[config.mk]
export PLATFORM = sky130hd
export DESIGN_NAME = lc3b_ram
export DESIGN_NICKNAME = d
export VERILOG_FILES = /design/src/sv/lc3b_ram.sv
export SDC_FILE = /design/constraint.sdc
export NUM_CORES = 2
export LEC_CHECK = 0
export BUFFER_PORTS_ARGS = -buffer_cell sky130_fd_sc_hd__buf_2
export CORE_UTILIZATION = 63
export DETAILED_ROUTE_END_ITERATION = 16
export GPL_TIMING_DRIVEN = 0
export PLACE_DENSITY_LB_ADDON = 0.2
export RECOVER_POWER = 50
export SETUP_SLACK_MARGIN = 0.02
export SKIP_CTS_REPAIR_TIMING = 1
export SYNTH_ARGS = -nofsm -noshare
export SYNTH_HDL_FRONTEND = slang
export SYNTH_SLANG_ARGS = --single-unit
[constraint.sdc]
create_clock -name clk -period 3.95 [get_ports clk]
set_input_delay 0.9875 -clock clk [delete_from_list [all_inputs] [get_ports clk]]
set_output_delay 0.9875 -clock clk [all_outputs]
set_load 0.05 [all_outputs]
[src/sv/lc3b_ram.sv]
`timescale 1ns / 1ps
`default_nettype none

module lc3b_ram #(
    parameter int WIDTH = 16,
    parameter int DEPTH = 256
) (
    input  wire logic                     clk,
    input  wire logic                     we,
    input  wire logic [$clog2(DEPTH)-1:0] addr,
    input  wire logic [WIDTH-1:0]         wdata,
    output logic      [WIDTH-1:0]         rdata
);

    logic [WIDTH-1:0] mem [DEPTH];

    // Write and registered read on one port
    always_ff @(posedge clk)
    begin
        if (we)
        begin
            mem[addr] <= wdata;
        end
        rdata <= mem[addr];
    end

endmodule

`default_nettype wire

==> reports/qor.tcl <==
set qor(clock_latency_ns) 1.01
set qor(synth_top_area_cell) {sky130_fd_sc_hd__edfxtp_1}
set qor(path_class) {in -> reg}
set qor(final_cells) 10890
set qor(first_pass_grt_wire_length_um) 600700
set qor(grt_util_all_layers) 0.3545
set qor(port_buffers) 37
set qor(slowest_delay_ns) 0.52
set qor(numClockSinks) 4112
set qor(floorplan.die.height_um) 498.7
set qor(cpMostUsedCell) {sky130_fd_sc_hd__clkbuf_4}
set qor(crit_path_top_delay_cell) {sky130_fd_sc_hd__nor2_4}
set qor(setup_viol) 1120
set qor(fin_total_pwr_mw) 90.59
set qor(pre_repair_dr_iteration_count) 10
set qor(nNetsFinal) 7406
set qor(post_synth_inst_count) 6727
set qor(synth_async_sr_flop_share) 0
set qor(cap_violations) 17
set qor(post-synth-top-count-cell) {sky130_fd_sc_hd__edfxtp_1}
set qor(synth_common_cells) {sky130_fd_sc_hd__edfxtp_1, sky130_fd_sc_hd__mux4_2, sky130_fd_sc_hd__a22oi_1}
set qor(detailed_place_hpwl_um) 276800
set qor(period_minus_slack_ns) 4.259
set qor(drc) 0
set qor(synth-edff-count) 4096
set qor(tns_ns) -92.39
set qor(synth_sequential_area_ratio) 0.7936
set qor(crit_chain) {clkbuf_1, buf_6, clkbuf_4, clkbuf_4, nand2b_1, nor2_2, nand2_2, clkbuf_2, buf_12, nor2_4}
set qor(clock_root_buffer) {sky130_fd_sc_hd__clkbuf_16}
set qor(final_critical_path_setup_slack_ns) -0.3087
set qor(cts_buffer_depth) 4
set qor(post_route_wl_um) 439400
set qor(timing.final.crit_share) 1.078
set qor(critical-path-top-delay-family) {buffers and inverters}
set qor(layout-drive-gt1-share) 0.3061
set qor(grt_max_degree) 145
set qor(utilization) 0.7285
set qor(arr_time_crit_path_ns) 4.87
set qor(post_synth.cell_area_avg_um2) 23.10
set qor(ir_drop_mv) 0.5034
set qor(netlist.area_leader.share) 0.7915
set qor(timing.critical_path.required_ns) 4.56
set qor(drt_iter0_drc) 13440
set qor(cts_buffers) 407
set qor(starting_density) 0.6365
set qor(rows) 181
set qor(critPathCaptureType) {flip-flop}
set qor(synth.yosys.warnings) 0
set qor(largest_cells_by_area_after_synthesis) {sky130_fd_sc_hd__edfxtp_1, sky130_fd_sc_hd__mux4_2, sky130_fd_sc_hd__a22oi_1, sky130_fd_sc_hd__a21oi_1, sky130_fd_sc_hd__clkbuf_1}
set qor(placed_area_um2) 163500
set qor(grt.overflow.total) 0
set qor(placeableCoreArea_um2) 244100
set qor(stdcell_area_um2) 177800
set qor(drv_slew) 1705
set qor(leakage_nw) 54.50
set qor(post_synth_instance_area_um2) 155400
set qor(synth_ff_type) {sky130_fd_sc_hd__edfxtp_1}
set qor(number_of_nets_in_the_synthesized_netlist) 6753
set qor(place_inst) 10140
set qor(worst_slew_pin_slew_ns) 4.188
set qor(yosys_register_bits) 4112
set qor(layout-area-overhead-vs-synth_pct) 14.44
set qor(post_synth_num_cell_types) 22
set qor(antenna_found_initial) 24
set qor(setup_repair_after_global_routing_missed_its_margin) {true}
set qor(final.setup_skew_ns) 0.07202
set qor(count_of_buffer_and_inverter_cells_on_the_critical_path) 6
set qor(whs_ns) 0.8950
set qor(ios) 42
set qor(final_antenna_net_count) 0
set qor(result_of_the_run) {finished, violations left}
set qor(slew_headroom) -1.792
set qor(route.detailed.wl_per_inst_um) 40.37
set qor(routabilityCongestion) 1.020
set qor(cts_tree) {done}
set qor(worst_setup_hold_path_clk_slew_ns) 0.06
set qor(power_density_nw_per_um2) 509.4
set qor(crit_path_start_kind) {primary input}
set qor(final-hold-violation-count) 0
set qor(hp-class) {in -> reg}
set qor(max_freq_ghz) 0.2348
set qor(timing.critical_path.fanout_max) 16
set qor(dr_total_vias) 79170
set qor(htreeDepth) 5
set qor(post-place-ws_ns) -3.404
set qor(first_global_vias) 77790
set qor(failed_checks) {capacitance limit, slew limit, setup timing}
set qor(die_area_um2) 248700
set qor(chipWidth_um) 498.7
set qor(vias_per_cell) 7.272
[flip-flops by register name, indices dropped and copies added (netlist names)]
register  count
mem        4096
rdata        16
[power by group]
part / switching, mW / total, mW / internal (mW)
registers: 0.0370 / 48.2 / 48.2
logic: 3.29 / 4.71 / 1.42
clock network: 15.9 / 37.7 / 21.7
[metal layers]
| layer | vias to the layer above | routed length, µm | GRT usage |
|---|---|---|---|
| met3 | 1226 | 60920 | 0.1160 |
| met5 | - | 357 | 0.003473 |
| li1 | 30370 | - | - |
| met4 | 16 | 30790 | 0.2067 |
| met2 | 6240 | 202300 | 0.5274 |
| met1 | 41320 | 145000 | 0.4648 |
[placed cells by master, fill, tap and decap left out, types with 5 or more instances in the layout]
cell	netlist	final
sky130_fd_sc_hd__edfxtp_1	4096	4096
sky130_fd_sc_hd__mux4_2	1024	1024
sky130_fd_sc_hd__a22oi_1	512	512
sky130_fd_sc_hd__clkbuf_16	0	418
sky130_fd_sc_hd__clkbuf_1	249	251
sky130_fd_sc_hd__a21oi_1	256	239
sky130_fd_sc_hd__nor2_4	0	120
sky130_fd_sc_hd__nor2_2	0	110
sky130_fd_sc_hd__buf_2	76	92
sky130_fd_sc_hd__clkinv_1	0	90
sky130_fd_sc_hd__buf_8	0	81
sky130_fd_sc_hd__clkbuf_2	0	80
sky130_fd_sc_hd__buf_6	25	76
sky130_fd_sc_hd__clkinv_2	0	62
sky130_fd_sc_hd__bufinv_16	0	38
sky130_fd_sc_hd__buf_12	0	38
sky130_fd_sc_hd__buf_4	16	37
sky130_fd_sc_hd__buf_1	54	30
sky130_fd_sc_hd__nor3_2	0	30
sky130_fd_sc_hd__o41ai_1	64	27
sky130_fd_sc_hd__clkbuf_4	0	25
sky130_fd_sc_hd__buf_16	0	22
sky130_fd_sc_hd__nand2_1	28	21
sky130_fd_sc_hd__o41ai_4	0	20
sky130_fd_sc_hd__o41ai_2	0	17
sky130_fd_sc_hd__a21oi_2	0	17
sky130_fd_sc_hd__nand4_1	16	16
sky130_fd_sc_hd__dfxtp_1	16	16
sky130_fd_sc_hd__diode_2	0	11
sky130_fd_sc_hd__clkinvlp_4	0	11
sky130_fd_sc_hd__nor2b_1	7	6
sky130_fd_sc_hd__nand2b_1	6	6
sky130_fd_sc_hd__nand3_4	0	6
sky130_fd_sc_hd__nand3_1	13	5
sky130_fd_sc_hd__inv_6	0	5
[tightest hold or removal path, delay by kind of cell]
family / cells / cell delay [ns]
and+or+nand+nor: 3 / 0.45
buffers and inverters: 2 / 0.27
[cell families after synthesis]
logic type	count (synthesis)	share of synthesized area
AOI/OAI and AO/OA	832	0.03659
buffers and inverters	421	0.01238
muxes	1024	0.1484
DFF	4112	0.7936
and+or+nand+nor	338	0.009074
[layout make-up]
type | count | area [µm²]
flip-flops and latches | 4112 | 123300
fillers | 13070 | 66290
multi-input cells | 2194 | 32170
clock buffers | 493 | 10780
well taps | 3202 | 4006
repair buffers | 245 | 3453
plain buffers | 419 | 2130
clock inverters | 209 | 1953
diodes | 11 | 27.53
inverters | 1 | 3.754
[path summary, 6_finish.rpt]
path / slack, ns / start / end / depth (start not counted)
worst min-delay path: 0.89 / we / mem[19][15] / 5
worst max-delay path: -0.31 / addr[0] / mem[41][13] / 10
worst min register to register: 0.99 / mem[12][15] / rdata[15] / 5
worst max register to register: 0.82 / mem[175][10] / rdata[10] / 5
Note: power is estimated with default switching activity, not from simulation.
